`src/i2cm_pkg.sv`:
```
// shared types and constants of the i2c register access master
package i2cm_pkg;

    localparam int CFG_INDEX_W = 2;

    typedef enum logic [CFG_INDEX_W-1:0] {
        CFG_HALF_PERIOD = 2'd0,
        CFG_ACK_TIMEOUT = 2'd1
    } cfg_index_t;

    typedef enum logic [1:0] {
        CMD_TICK  = 2'd0,
        CMD_WRITE = 2'd1,
        CMD_READ  = 2'd2
    } cmd_t;

    typedef enum logic [3:0] {
        PH_IDLE      = 4'd0,
        PH_START_A   = 4'd1,
        PH_START_B   = 4'd2,
        PH_RS_PREP   = 4'd3,
        PH_TX_LOW    = 4'd4,
        PH_TX_HIGH   = 4'd5,
        PH_ACK_LOW   = 4'd6,
        PH_ACK_HIGH  = 4'd7,
        PH_ACK_POLL  = 4'd8,
        PH_RX_LOW    = 4'd9,
        PH_RX_HIGH   = 4'd10,
        PH_NACK_LOW  = 4'd11,
        PH_NACK_HIGH = 4'd12,
        PH_STOP_A    = 4'd13,
        PH_STOP_B    = 4'd14
    } phase_t;

    typedef enum logic [1:0] {
        STAGE_ADDR   = 2'd0,
        STAGE_OFFSET = 2'd1,
        STAGE_LAST   = 2'd2
    } stage_t;

    localparam logic [7:0] HALF_PERIOD_RESET = 8'd5;
    localparam logic [7:0] ACK_TIMEOUT_RESET = 8'd250;

    typedef struct packed {
        logic [1:0] command;
        logic [6:0] device_address;
        logic [7:0] register_offset;
        logic [7:0] write_data;
        logic       sda_sample;
    } in_item_t;

    typedef struct packed {
        logic       scl_level;
        logic       sda_level;
        logic       sda_drive_enable;
        logic       busy_res;
        logic       done_res;
        logic [7:0] read_data;
        logic       ack_missing;
    } out_item_t;

    typedef struct packed {
        logic       start;
        logic       is_read;
        logic [6:0] device_address;
        logic [7:0] register_offset;
        logic [7:0] write_data;
        logic       sda_sample;
    } tick_item_t;

endpackage

```
`src/i2cm_front.sv`:
```
// front end: accepts tick items and classifies their command
module i2cm_front
    import i2cm_pkg::*;
(
    input  logic       in_valid,
    output logic       in_stall,
    input  in_item_t   in_item,
    output logic       push,
    output tick_item_t push_item,
    input  logic       queue_full
);

    always_comb
    begin
        push_item.start           = 1'b0;
        push_item.is_read         = 1'b0;
        push_item.device_address  = in_item.device_address;
        push_item.register_offset = in_item.register_offset;
        push_item.write_data      = in_item.write_data;
        push_item.sda_sample      = in_item.sda_sample;
        case (in_item.command)
            CMD_WRITE:
            begin
                push_item.start = 1'b1;
            end
            CMD_READ:
            begin
                push_item.start   = 1'b1;
                push_item.is_read = 1'b1;
            end
            default:
            begin
                push_item.start = 1'b0;
            end
        endcase
    end

    assign in_stall = queue_full;
    assign push     = in_valid && !queue_full;

endmodule

```
`src/i2cm_queue.sv`:
```
// small fifo of classified tick items between front and sequencer
module i2cm_queue
    import i2cm_pkg::*;
#(
    parameter int DEPTH = 2
)
(
    input  logic       clk,
    input  logic       rst_n,
    input  logic       push,
    input  tick_item_t push_item,
    output logic       full,
    input  logic       pop,
    output logic       head_valid,
    output tick_item_t head_item
);

    localparam int PTR_W = (DEPTH > 1) ? $clog2(DEPTH) : 1;
    localparam int CNT_W = $clog2(DEPTH + 1);
    localparam logic [PTR_W-1:0] LAST_PTR = PTR_W'(DEPTH - 1);
    localparam logic [CNT_W-1:0] DEPTH_CNT = CNT_W'(DEPTH);

    tick_item_t       entry_reg [DEPTH];
    logic [PTR_W-1:0] wr_ptr_reg;
    logic [PTR_W-1:0] wr_ptr_next;
    logic [PTR_W-1:0] rd_ptr_reg;
    logic [PTR_W-1:0] rd_ptr_next;
    logic [CNT_W-1:0] count_reg;
    logic [CNT_W-1:0] count_next;
    logic             do_push;
    logic             do_pop;

    assign full       = (count_reg == DEPTH_CNT);
    assign head_valid = (count_reg != '0);
    assign head_item  = entry_reg[rd_ptr_reg];
    assign do_push    = push && !full;
    assign do_pop     = pop && head_valid;

    always_comb
    begin
        wr_ptr_next = wr_ptr_reg;
        rd_ptr_next = rd_ptr_reg;
        count_next  = count_reg;
        if (do_push)
        begin
            wr_ptr_next = (wr_ptr_reg == LAST_PTR) ? '0 : wr_ptr_reg + PTR_W'(1);
        end
        if (do_pop)
        begin
            rd_ptr_next = (rd_ptr_reg == LAST_PTR) ? '0 : rd_ptr_reg + PTR_W'(1);
        end
        if (do_push && !do_pop)
        begin
            count_next = count_reg + CNT_W'(1);
        end
        else if (do_pop && !do_push)
        begin
            count_next = count_reg - CNT_W'(1);
        end
    end

    always_ff @(posedge clk or negedge rst_n)
    begin
        if (!rst_n)
        begin
            wr_ptr_reg <= '0;
            rd_ptr_reg <= '0;
            count_reg  <= '0;
        end
        else
        begin
            wr_ptr_reg <= wr_ptr_next;
            rd_ptr_reg <= rd_ptr_next;
            count_reg  <= count_next;
        end
    end

    always_ff @(posedge clk)
    begin
        if (do_push)
        begin
            entry_reg[wr_ptr_reg] <= push_item;
        end
    end

`ifndef NO_ASSERTIONS
    a_count_bound: assert property (@(posedge clk) disable iff (!rst_n)
        count_reg <= DEPTH_CNT)
        else $error("queue count beyond depth");
`endif

endmodule

```
`src/i2cm_seq.sv`:
```
// back end: bus sequencer, configuration registers and output register
module i2cm_seq
    import i2cm_pkg::*;
(
    input  logic                   clk,
    input  logic                   rst_n,
    input  logic                   cfg_valid,
    input  logic [CFG_INDEX_W-1:0] cfg_index,
    input  logic [7:0]             cfg_data,
    input  logic                   head_valid,
    input  tick_item_t             head_item,
    output logic                   pop,
    output logic                   out_valid,
    input  logic                   out_stall,
    output out_item_t              out_item
);

    logic [7:0] half_period_reg;
    logic [7:0] ack_timeout_reg;

    phase_t     phase_reg,    phase_next;
    logic       is_read_reg,  is_read_next;
    logic [2:0] bit_reg,      bit_next;
    logic [7:0] shift_reg,    shift_next;
    logic [7:0] hc_reg,       hc_next;
    logic [7:0] poll_reg,     poll_next;
    logic [6:0] addr_reg,     addr_next;
    logic [7:0] offset_reg,   offset_next;
    logic [7:0] data_reg,     data_next;
    logic [7:0] rx_reg,       rx_next;
    logic       fail_reg,     fail_next;
    stage_t     stage_reg,    stage_next;
    logic       done_reg,     done_next;
    logic       out_valid_reg;
    out_item_t  out_item_reg;

    logic       start;
    phase_t     e_phase;
    logic [7:0] e_shift;
    logic       e_fail;
    logic [7:0] hp;
    logic       half_end;
    logic       ack_done;
    logic       scl_c;
    logic       sda_c;
    logic       drv_c;
    out_item_t  step_item;

    assign pop      = head_valid && (!out_valid_reg || !out_stall);
    assign start    = head_item.start && (phase_reg == PH_IDLE);
    assign e_phase  = start ? PH_START_A : phase_reg;
    assign e_shift  = start ? {head_item.device_address, 1'b0} : shift_reg;
    assign e_fail   = start ? 1'b0 : fail_reg;
    assign hp       = (half_period_reg == 8'd0) ? 8'd1 : half_period_reg;

    always_comb
    begin
        logic [7:0] e_hc;
        logic [7:0] e_poll;
        e_hc   = start ? 8'd0 : hc_reg;
        e_poll = start ? 8'd0 : poll_reg;

        phase_next   = phase_reg;
        is_read_next = is_read_reg;
        bit_next     = bit_reg;
        shift_next   = shift_reg;
        hc_next      = hc_reg;
        poll_next    = poll_reg;
        addr_next    = addr_reg;
        offset_next  = offset_reg;
        data_next    = data_reg;
        rx_next      = rx_reg;
        fail_next    = fail_reg;
        stage_next   = stage_reg;
        done_next    = done_reg;
        half_end     = 1'b0;
        ack_done     = 1'b0;

        if (pop)
        begin
            done_next = 1'b0;
            if (start)
            begin
                addr_next    = head_item.device_address;
                offset_next  = head_item.register_offset;
                data_next    = head_item.write_data;
                is_read_next = head_item.is_read;
                stage_next   = STAGE_ADDR;
                bit_next     = 3'd0;
            end
            phase_next = e_phase;
            shift_next = e_shift;
            fail_next  = e_fail;
            hc_next    = e_hc;
            poll_next  = e_poll;

            if (e_phase == PH_IDLE)
            begin
                hc_next = 8'd0;
            end
            else if (e_phase == PH_ACK_POLL)
            begin
                if (!head_item.sda_sample)
                begin
                    ack_done = 1'b1;
                end
                else if (e_poll >= ack_timeout_reg)
                begin
                    fail_next = 1'b1;
                    ack_done  = 1'b1;
                end
                else
                begin
                    poll_next = e_poll + 8'd1;
                end
            end
            else
            begin
                if (e_phase == PH_RX_HIGH && e_hc == 8'd0)
                begin
                    shift_next = {e_shift[6:0], head_item.sda_sample};
                end
                half_end = ({1'b0, e_hc} + 9'd1) >= {1'b0, hp};
                if (!half_end)
                begin
                    hc_next = e_hc + 8'd1;
                end
            end

            if (ack_done)
            begin
                hc_next  = 8'd0;
                bit_next = 3'd0;
                case (stage_next)
                    STAGE_ADDR:
                    begin
                        shift_next = offset_next;
                        stage_next = STAGE_OFFSET;
                        phase_next = PH_TX_LOW;
                    end
                    STAGE_OFFSET:
                    begin
                        stage_next = STAGE_LAST;
                        if (is_read_next)
                        begin
                            shift_next = {addr_next, 1'b1};
                            phase_next = PH_RS_PREP;
                        end
                        else
                        begin
                            shift_next = data_next;
                            phase_next = PH_TX_LOW;
                        end
                    end
                    default:
                    begin
                        if (is_read_next)
                        begin
                            shift_next = 8'd0;
                            phase_next = PH_RX_LOW;
                        end
                        else
                        begin
                            phase_next = PH_STOP_A;
                        end
                    end
                endcase
            end

            if (half_end)
            begin
                hc_next = 8'd0;
                case (e_phase)
                    PH_START_A:   phase_next = PH_START_B;
                    PH_START_B:
                    begin
                        bit_next   = 3'd0;
                        phase_next = PH_TX_LOW;
                    end
                    PH_RS_PREP:   phase_next = PH_START_A;
                    PH_TX_LOW:    phase_next = PH_TX_HIGH;
                    PH_TX_HIGH:
                    begin
                        shift_next = {shift_next[6:0], 1'b0};
                        if (bit_next == 3'd7)
                        begin
                            bit_next   = 3'd0;
                            phase_next = PH_ACK_LOW;
                        end
                        else
                        begin
                            bit_next   = bit_next + 3'd1;
                            phase_next = PH_TX_LOW;
                        end
                    end
                    PH_ACK_LOW:   phase_next = PH_ACK_HIGH;
                    PH_ACK_HIGH:
                    begin
                        poll_next  = 8'd0;
                        phase_next = PH_ACK_POLL;
                    end
                    PH_RX_LOW:    phase_next = PH_RX_HIGH;
                    PH_RX_HIGH:
                    begin
                        if (bit_next == 3'd7)
                        begin
                            rx_next    = shift_next;
                            bit_next   = 3'd0;
                            phase_next = PH_NACK_LOW;
                        end
                        else
                        begin
                            bit_next   = bit_next + 3'd1;
                            phase_next = PH_RX_LOW;
                        end
                    end
                    PH_NACK_LOW:  phase_next = PH_NACK_HIGH;
                    PH_NACK_HIGH: phase_next = PH_STOP_A;
                    PH_STOP_A:    phase_next = PH_STOP_B;
                    PH_STOP_B:
                    begin
                        phase_next = PH_IDLE;
                        done_next  = 1'b1;
                    end
                    default:      phase_next = PH_IDLE;
                endcase
            end
        end
    end

    always_comb
    begin
        scl_c = 1'b1;
        sda_c = 1'b1;
        drv_c = 1'b1;
        case (e_phase)
            PH_START_B:
            begin
                sda_c = 1'b0;
            end
            PH_RS_PREP, PH_NACK_LOW:
            begin
                scl_c = 1'b0;
            end
            PH_TX_LOW:
            begin
                scl_c = 1'b0;
                sda_c = e_shift[7];
            end
            PH_TX_HIGH:
            begin
                sda_c = e_shift[7];
            end
            PH_ACK_LOW, PH_RX_LOW:
            begin
                scl_c = 1'b0;
                drv_c = 1'b0;
            end
            PH_ACK_HIGH, PH_ACK_POLL, PH_RX_HIGH:
            begin
                drv_c = 1'b0;
            end
            PH_STOP_A:
            begin
                scl_c = 1'b0;
                sda_c = 1'b0;
            end
            PH_STOP_B:
            begin
                sda_c = 1'b0;
            end
            default:
            begin
                scl_c = 1'b1;
            end
        endcase
        step_item.scl_level        = scl_c;
        step_item.sda_level        = sda_c;
        step_item.sda_drive_enable = drv_c;
        step_item.busy_res         = (e_phase != PH_IDLE);
        step_item.done_res         = done_reg;
        step_item.read_data        = rx_reg;
        step_item.ack_missing      = e_fail;
    end

    always_ff @(posedge clk or negedge rst_n)
    begin
        if (!rst_n)
        begin
            half_period_reg <= HALF_PERIOD_RESET;
            ack_timeout_reg <= ACK_TIMEOUT_RESET;
        end
        else if (cfg_valid)
        begin
            case (cfg_index)
                CFG_HALF_PERIOD: half_period_reg <= cfg_data;
                CFG_ACK_TIMEOUT: ack_timeout_reg <= cfg_data;
                default:
                begin
                end
            endcase
        end
    end

    always_ff @(posedge clk or negedge rst_n)
    begin
        if (!rst_n)
        begin
            phase_reg     <= PH_IDLE;
            is_read_reg   <= 1'b0;
            bit_reg       <= 3'd0;
            shift_reg     <= 8'd0;
            hc_reg        <= 8'd0;
            poll_reg      <= 8'd0;
            addr_reg      <= 7'd0;
            offset_reg    <= 8'd0;
            data_reg      <= 8'd0;
            rx_reg        <= 8'd0;
            fail_reg      <= 1'b0;
            stage_reg     <= STAGE_ADDR;
            done_reg      <= 1'b0;
            out_valid_reg <= 1'b0;
        end
        else
        begin
            phase_reg   <= phase_next;
            is_read_reg <= is_read_next;
            bit_reg     <= bit_next;
            shift_reg   <= shift_next;
            hc_reg      <= hc_next;
            poll_reg    <= poll_next;
            addr_reg    <= addr_next;
            offset_reg  <= offset_next;
            data_reg    <= data_next;
            rx_reg      <= rx_next;
            fail_reg    <= fail_next;
            stage_reg   <= stage_next;
            done_reg    <= done_next;
            if (pop)
            begin
                out_valid_reg <= 1'b1;
            end
            else if (!out_stall)
            begin
                out_valid_reg <= 1'b0;
            end
        end
    end

    always_ff @(posedge clk)
    begin
        if (pop)
        begin
            out_item_reg <= step_item;
        end
    end

    assign out_valid = out_valid_reg;
    assign out_item  = out_item_reg;

`ifndef NO_ASSERTIONS
    a_idle_bus: assert property (@(posedge clk) disable iff (!rst_n)
        out_valid && !out_item.busy_res |->
            out_item.scl_level && out_item.sda_level && out_item.sda_drive_enable)
        else $error("idle item does not show a free bus");
    a_done_free_bus: assert property (@(posedge clk) disable iff (!rst_n)
        out_valid && out_item.done_res |->
            out_item.scl_level && out_item.sda_level && out_item.sda_drive_enable)
        else $error("done pulse without a free bus");
    a_released_high: assert property (@(posedge clk) disable iff (!rst_n)
        out_valid && !out_item.sda_drive_enable |-> out_item.sda_level)
        else $error("released sda not reported high");
    a_idle_counter: assert property (@(posedge clk) disable iff (!rst_n)
        phase_reg == PH_IDLE |-> hc_reg == 8'd0)
        else $error("half counter running while idle");
`endif

endmodule

```
`src/i2c_master_register_access_top.sv`:
```
// top level of the i2c single byte register access master
// Each input item is one timing tick: a command (tick only, register write or
// register read) with address, offset, data and the sampled sda level. Each
// accepted item yields exactly one output item with the scl/sda levels, sda
// drive enable, busy, done, read data and ack status for that tick.
// Commands are taken only while idle; other commands and code 3 act as ticks.
// The configuration channel (cfg_valid/cfg_ready, always ready) writes the
// half period (index 0) and ack timeout (index 1); write only while idle.
// An accepted item passes the queue, then the result register, before it is valid.
// Throughput: one item per cycle while out_stall is low, with the two-entry
// queue between the front end and the sequencer.
// When out_stall is high the result register holds; the queue fills and then
// in_stall rises until the receiver takes results again.
// Reset: bus idle (scl 1, sda 1 driven), half period 5, ack timeout 250,
// queue and output register empty.
module i2c_master_register_access_top
    import i2cm_pkg::*;
#(
    parameter int QUEUE_DEPTH = 2
)
(
    input  logic                   clk,
    input  logic                   rst_n,
    input  logic                   in_valid,
    output logic                   in_stall,
    input  in_item_t               in_item,
    output logic                   out_valid,
    input  logic                   out_stall,
    output out_item_t              out_item,
    input  logic                   cfg_valid,
    output logic                   cfg_ready,
    input  logic [CFG_INDEX_W-1:0] cfg_index,
    input  logic [7:0]             cfg_data
);

    logic       push;
    tick_item_t push_item;
    logic       queue_full;
    logic       pop;
    logic       head_valid;
    tick_item_t head_item;

    assign cfg_ready = 1'b1;

    i2cm_front u_front (
        .in_valid   (in_valid),
        .in_stall   (in_stall),
        .in_item    (in_item),
        .push       (push),
        .push_item  (push_item),
        .queue_full (queue_full)
    );

    i2cm_queue #(
        .DEPTH (QUEUE_DEPTH)
    ) u_queue (
        .clk        (clk),
        .rst_n      (rst_n),
        .push       (push),
        .push_item  (push_item),
        .full       (queue_full),
        .pop        (pop),
        .head_valid (head_valid),
        .head_item  (head_item)
    );

    i2cm_seq u_seq (
        .clk        (clk),
        .rst_n      (rst_n),
        .cfg_valid  (cfg_valid && cfg_ready),
        .cfg_index  (cfg_index),
        .cfg_data   (cfg_data),
        .head_valid (head_valid),
        .head_item  (head_item),
        .pop        (pop),
        .out_valid  (out_valid),
        .out_stall  (out_stall),
        .out_item   (out_item)
    );

endmodule

```
`config.mk`:
```
export PLATFORM = sky130hd
export DESIGN_NAME = i2c_master_register_access_top
export DESIGN_NICKNAME = d
export VERILOG_FILES = /design/src/i2cm_pkg.sv /design/src/i2cm_front.sv /design/src/i2cm_queue.sv /design/src/i2cm_seq.sv /design/src/i2c_master_register_access_top.sv
export SDC_FILE = /design/constraint.sdc
export NUM_CORES = 1
export LEC_CHECK = 0
export ABC_AREA = 1
export BUFFER_PORTS_ARGS = -buffer_cell sky130_fd_sc_hd__buf_2
export CAP_MARGIN = 10
export CORE_MARGIN = 8
export CORE_UTILIZATION = 50
export CTS_BUF_LIST = sky130_fd_sc_hd__clkbuf_8
export CTS_CLUSTER_DIAMETER = 200
export DETAILED_ROUTE_END_ITERATION = 16
export HOLD_SLACK_MARGIN = 0.06
export PLACE_DENSITY = 0.8
export REMOVE_ABC_BUFFERS = 1
export SYNTH_ARGS = -nofsm -noshare
export SYNTH_HDL_FRONTEND = slang
export SYNTH_HIERARCHICAL = 1
export SYNTH_SLANG_ARGS = --single-unit
```
`constraint.sdc`:
```
create_clock -name clk -period 3.8 [get_ports clk]
set_input_delay 0 -clock clk [delete_from_list [all_inputs] [get_ports clk]]
set_output_delay 0 -clock clk [all_outputs]
set_load 0.1 [all_outputs]
```
* Word-level counts from Yosys, hierarchy flattened
Memories as Yosys holds them, arrays and structs flattened.
Index checks and enable logic that the tools add are counted.
** Storage, ports and cells
- Flip-flop bits (word level) :: 102
- Bits in writable memories :: 52
- Bits of input ports :: 41
- Output and inout bits :: 17
- Memories :: 1
** Memories
- u_queue.entry_reg :: words 2, width 26, rd ports 1, clocked after Yosys merged registers in 0, wr ports 1, line i2cm_queue.sv:23 : tick_item_t entry_reg [DEPTH];
** Cells by class
- Add/subtract/negate cells :: 8
- Magnitude comparators :: 2
- Equality and inequality tests :: 21
- Muxes and demuxes :: 76
- Reduce and logical (&&, ||, !) cells :: 32
** Operator list (count)
- 2-to-1 mux 8 bit :: 25
- one-hot mux 4 bit (12 select lines) :: 1
- == test 4 bit, second input constant :: 7
- 2-to-1 mux 1 bit :: 27
- 2-to-1 mux 3 bit :: 7
- adder 8 x 1 -> 8 bit, second input constant :: 2
- == test 4 x 3 -> 1 bit, second input constant :: 4
- logical NOT 8 bit :: 2
- one-hot mux 8 bit (2 select lines) :: 1
- 2-to-1 mux 2 bit :: 7
- 2-to-1 mux 4 bit :: 3
- adder 8 x 1 -> 9 bit, second input constant :: 1
- >= comparator 9 x 8 -> 1 bit :: 1
- == test 4 x 2 -> 1 bit, second input constant :: 2
- >= comparator 8 bit :: 1
- logical AND 1 bit :: 8
- logical NOT 4 bit :: 2
- one-hot mux 4 bit (2 select lines) :: 1
- 2-to-1 mux 7 bit :: 1
- == test 2 x 1 -> 1 bit, second input constant :: 3
- one-hot mux 3 bit (2 select lines) :: 1
- OR reduction 2 bit :: 3
- OR reduction 6 bit :: 1
- logical NOT 1 bit :: 5
- 18 further kinds :: 23

* Logic depth before layout (Yosys ltp)
- Word-level depth :: 15
- Gate-level depth with buffers :: 31

* Cells and area by module
The synthesis kept the hierarchy.
** Modules (own cells, without submodules)
- i2cm_seq :: times used 1, cells an instance 825, area an instance 6010.8 sq um, seq. area each 2532.4 sq um
- i2cm_queue :: times used 1, cells an instance 167, area an instance 2185.8 sq um, seq. area each 1661.6 sq um
- i2cm_front :: times used 1, cells an instance 30, area an instance 217.7 sq um, seq. area each 0.0 sq um
- i2c_master_register_access_top :: times used 1, cells an instance 2, area an instance 11.3 sq um, seq. area each 0.0 sq um

* Worst setup path before layout
No wires, ideal clock.
- Path type :: reg-to-reg
- From :: register u_queue.rd_ptr_reg
- To :: register u_seq.shift_reg[1]
- Setup time :: 0.069 ns
- Data arrival time :: 3.552 ns
- Data required time :: 3.731 ns
- Setup slack :: 0.179 ns
- Stages on the path, launching flop included :: 28
- Clock period less this slack :: 3.621 ns
- Cells stage by stage :: dfrtp_1 -> buf_6 -> buf_6 -> nand2_1 -> nand2_1 -> nand3_2 -> buf_6 -> buf_8 -> buf_6 -> buf_2 -> nand2_1 -> inv_1 -> ha_1 -> nand3_1 -> nor2_1 -> nand2_1 -> xor2_1 -> inv_1 -> ha_1 -> nand2_1 -> inv_1 -> a41oi_1 -> nand3_2 -> nand2_4 -> nand2_1 -> nand2_1 -> nand2_1 -> nand3_1
** RTL lines
- start: declaration :: line i2cm_queue.sv:26 : logic [PTR_W-1:0] rd_ptr_reg;
- start signal: assignment :: line i2cm_queue.sv:73 : rd_ptr_reg <= rd_ptr_next;
- end signal: assignment :: line i2cm_seq.sv:329 : shift_reg <= shift_next;
- end: declaration :: line i2cm_seq.sv:24 : logic [7:0] shift_reg, shift_next;

* Worst setup path in the final report
- From :: register u_seq.phase_reg[3]
- To :: register u_seq.hc_reg[6]
** Between the ends
- Longest elaborated chain between the ends :: 11
- Elaborated cells on any way between the ends :: 24
- Those cells by class :: add/sub: 2; order compare: 2; eq/ne: 1; mux: 16; reduce/logical: 3
** RTL lines
- start: declaration :: line i2cm_seq.sv:21 : phase_t phase_reg, phase_next;
- start signal: assignment :: line i2cm_seq.sv:326 : phase_reg <= phase_next;
- parallel branches: the longest is 10 deep, another holds adder 8 x 1 -> 9 bit
- 2-to-1 mux 8 bit * :: line i2cm_seq.sv:170 : if (half_end)
- end signal: assignment :: line i2cm_seq.sv:330 : hc_reg <= hc_next;
- end: declaration :: line i2cm_seq.sv:25 : logic [7:0] hc_reg, hc_next;
Mark *: on every way between the ends. The select of a mux whose other input is x is not followed.
A chain may end at the register's enable or synchronous reset.

==> flow_summary.ini <==
[status]
status = finished clean

[clock_tree]
cts_buffer_depth = 2
clk_pin_slew_worst_paths_ns = 0.09
cts_tree = yes
cts_root_buf = clkbuf_8
clk_latency_ns = 0.45
cts_sinks = 154
htree_levels = 4
numCtsBuffers = 17

[setup_path]
critPathKind = reg -> reg
cp-start-kind = register
arrival_ns = 3.84
worstPathMaxFanout = 7
endpoint_kind = register
crit_required_ns = 4.14
r2r_slack_ns = 0.31

[logic_synthesis]
synth-edff-count = 66
yosys.area.top_type = dfrtp_1
ys_types = 46
synth_top_area_share_pct = 23.8
async_reset_ff_share_pct = 57.1
synth_warnings = 6
ys_top_cells_by_area = dfrtp_1, edfxtp_1, nand2_1
ys_seq_elements = 154
ys.flop_type = dfrtp_1
synth-seq-area-share_pct = 49.8
netlist_area_sq_um = 8430
synth_area_per_cell_sq_um = 8.23
synth_cells = 1024

[run]
max-cap-violations = 0

[layout]
fin_area_sq_um = 9510
drive_above_1_share_pct = 15.7
stdcell_count = 1335
largest_register_ffs = 52
multi_input_area_sq_um = 3400
finalNetCount = 1168
register_area_sq_um = 4200
nFillCells = 1370
syn_to_final_growth_pct = 12.9

[place]
gp_congestion = 0.923
io_buffers = 56
dp_hpwl_mm = 12.1
place_inst = 1256
placed_cell_area_sq_um = 8680

[drt]
drtIter0Drc = 515
routedWlPerCell_um = 13.6
drt-total-wl_mm = 18.2
vias = 6867
viasPerCell = 5.14
firstDrtPassIters = 5
remaining_drc_errors = 0
postRouteAntennaNets = 0

[pwr]
p_leak_nw = 4.77
vdd_ir_drop_max_uv = 527
powerDensity_nw_per_um2 = 781

[global_routing]
grt.total_usage_pct = 17.4
grt_overflow_total = 0
grt_max_degree = 54
antenna_found_initial = 1
grt_pass1_vias = 6546
grt_pass1_wl_mm = 30.5

[timing]
final.min_clock_period_ns = 3.49
relSlewSlack_pct = 25.9
fin_skew_ns = 0.0117
tightestPinTransition_ns = 1.11
setup_viol = 0
max_freq_ghz = 0.286
fin_crit_sh_pct = 91.9
drv_slew = 0
hold_viol_final = 0
hold_ws_ns = 0.124

[worst_hold_path]
hold_path.class = in -> reg

[floorplan]
die_x_um = 146
ios = 58
initial_core_util_pct = 51.0
coreArea_sq_um = 16500
num_rows = 47
dieArea_sq_um = 21300
die-height_um = 146
==> final cells by class <==
type	count	area share, %
multi-input combinational	699	35.8
clock inverter	15	1.51
tap	220	2.89
antenna	1	0.0263
sequential	154	44.1
clock buffer	17	2.46
inverter	116	4.66
timing repair buffer	113	8.53
==> synthesized netlist by cell type (2+ instances only) <==
| master | count |
|---|---|
| a21oi_1 | 8 |
| a31oi_1 | 8 |
| buf_2 | 4 |
| buf_4 | 30 |
| buf_6 | 6 |
| buf_8 | 2 |
| clkbuf_1 | 13 |
| dfrtp_1 | 80 |
| dfstp_2 | 8 |
| edfxtp_1 | 66 |
| ha_1 | 26 |
| inv_1 | 101 |
| inv_2 | 13 |
| nand2_1 | 420 |
| nand2_2 | 20 |
| nand3_1 | 45 |
| nand3_2 | 4 |
| nand3b_1 | 3 |
| nand4_1 | 6 |
| nor2_1 | 33 |
| nor2_2 | 7 |
| nor2_4 | 3 |
| nor3_1 | 2 |
| nor4_1 | 2 |
| o2111ai_1 | 3 |
| o211ai_1 | 6 |
| o211ai_2 | 2 |
| o21ai_0 | 48 |
| o21ai_1 | 25 |
| o21ai_2 | 3 |
| o21ai_4 | 2 |
| xor2_1 | 11 |
==> worst paths after layout <==
path	from	end	cells past startpoint
setup / recovery	u_seq/phase_reg[3]	u_seq/hc_reg[6]	18
hold / removal	cfg_valid	u_seq/half_period_reg[3]	4
setup reg to reg	u_seq/phase_reg[3]	u_seq/hc_reg[6]	18
hold reg to reg	u_seq/rx_reg[5]	u_seq/out_item[6]	0
max in group asynchronous	rst_n	u_seq/half_period_reg[0]	3
min in group asynchronous	rst_n	u_seq/offset_reg[4]	2
==> kinds of logic (layout without fill, tap and decap cells) <==
group,Yosys count,count (layout),share of synthesized area [%]
compound gates,111,111,7.92
xor+xnor,12,12,1.25
other cells,1,2,0.0445
flops,154,154,49.8
fa+ha+maj,26,26,3.86
buf+inv,171,261,9.90
simple gates,549,549,27.2
==> through the flow <==
step	power [W]	worst slack [ns]	util, %	setup TNS, ns
final	0.00743	0.306	57.5	0
after global routing	0.00799	-0.0422	57.5	-0.0705
after CTS	0.00737	0.228	57.2	0
after detailed placement	0.00614	0.276	52.5	0
after global placement	0.00607	0.418	52.5	0
after floorplan	0.00524	-0.495	-	-17.26
==> cells in the final DEF (no fill, tap or decap), types with 3 or more instances in the layout <==
master | netlist | layout
a31oi_1 | 8 | 8
inv_8 | 1 | 4
nand3_1 | 45 | 45
nor2_2 | 7 | 8
nand2_2 | 20 | 22
ha_1 | 26 | 26
nand2_1 | 420 | 418
inv_1 | 101 | 103
o2111ai_1 | 3 | 3
clkbuf_8 | 0 | 17
a21oi_1 | 8 | 8
edfxtp_1 | 66 | 66
buf_4 | 30 | 18
nand3_2 | 4 | 4
o211ai_1 | 6 | 6
nand3b_1 | 3 | 3
o21ai_1 | 25 | 25
dfrtp_1 | 80 | 79
nor2_4 | 3 | 3
dfstp_2 | 8 | 8
buf_2 | 4 | 55
inv_2 | 13 | 13
clkinv_4 | 0 | 3
inv_6 | 0 | 3
nand4_1 | 6 | 6
nor2_1 | 33 | 32
xor2_1 | 11 | 11
o21ai_0 | 48 | 48
o21ai_2 | 3 | 3
dlygate4sd3_1 | 0 | 40
==> power breakdown <==
group | internal [W] | switching [W] | leakage (nW)
Sequential | 0.00228 | 0.000250 | 1.71
Combinational | 0.00103 | 0.00268 | 2.86
Clock | 0.000532 | 0.000658 | 0.195
==> worst max-delay path, stage by stage, from the launching register on <==
cell	delay (ns)
dfrtp_1	0.50
nor2_4	0.23
nand3_2	0.19
nand2_1	0.16
inv_1	0.09
ha_1	0.22
nand3_1	0.10
nor2_1	0.07
nand2_1	0.08
xor2_1	0.17
inv_1	0.08
ha_1	0.31
nand2_1	0.08
inv_1	0.05
a41oi_1	0.25
nand4_1	0.31
buf_4	0.25
o21ai_0	0.17
o21ai_1	0.08
==> layer usage <==
| metal | up-vias | GRT usage [%] | wire, um |
|---|---|---|---|
| met5 | - | 0 | 0 |
| met4 | 0 | 7.39 | 398 |
| met3 | 38 | 3.86 | 1310 |
| met2 | 262 | 28.2 | 8530 |
| met1 | 3171 | 22.0 | 7950 |
| li1 | 3396 | - | - |
==> timing repair <==
| action | CTS | global route |
|---|---|---|
| hold endpoints to repair | 123 | 0 |
| endpoints found under the setup margin | 0 | 26 |
| gates resized for setup | 0 | 3 |
| buffers inserted | 0 | 6 |
| hold buffers | 40 | 0 |
Power figures use the tool's default switching activity.
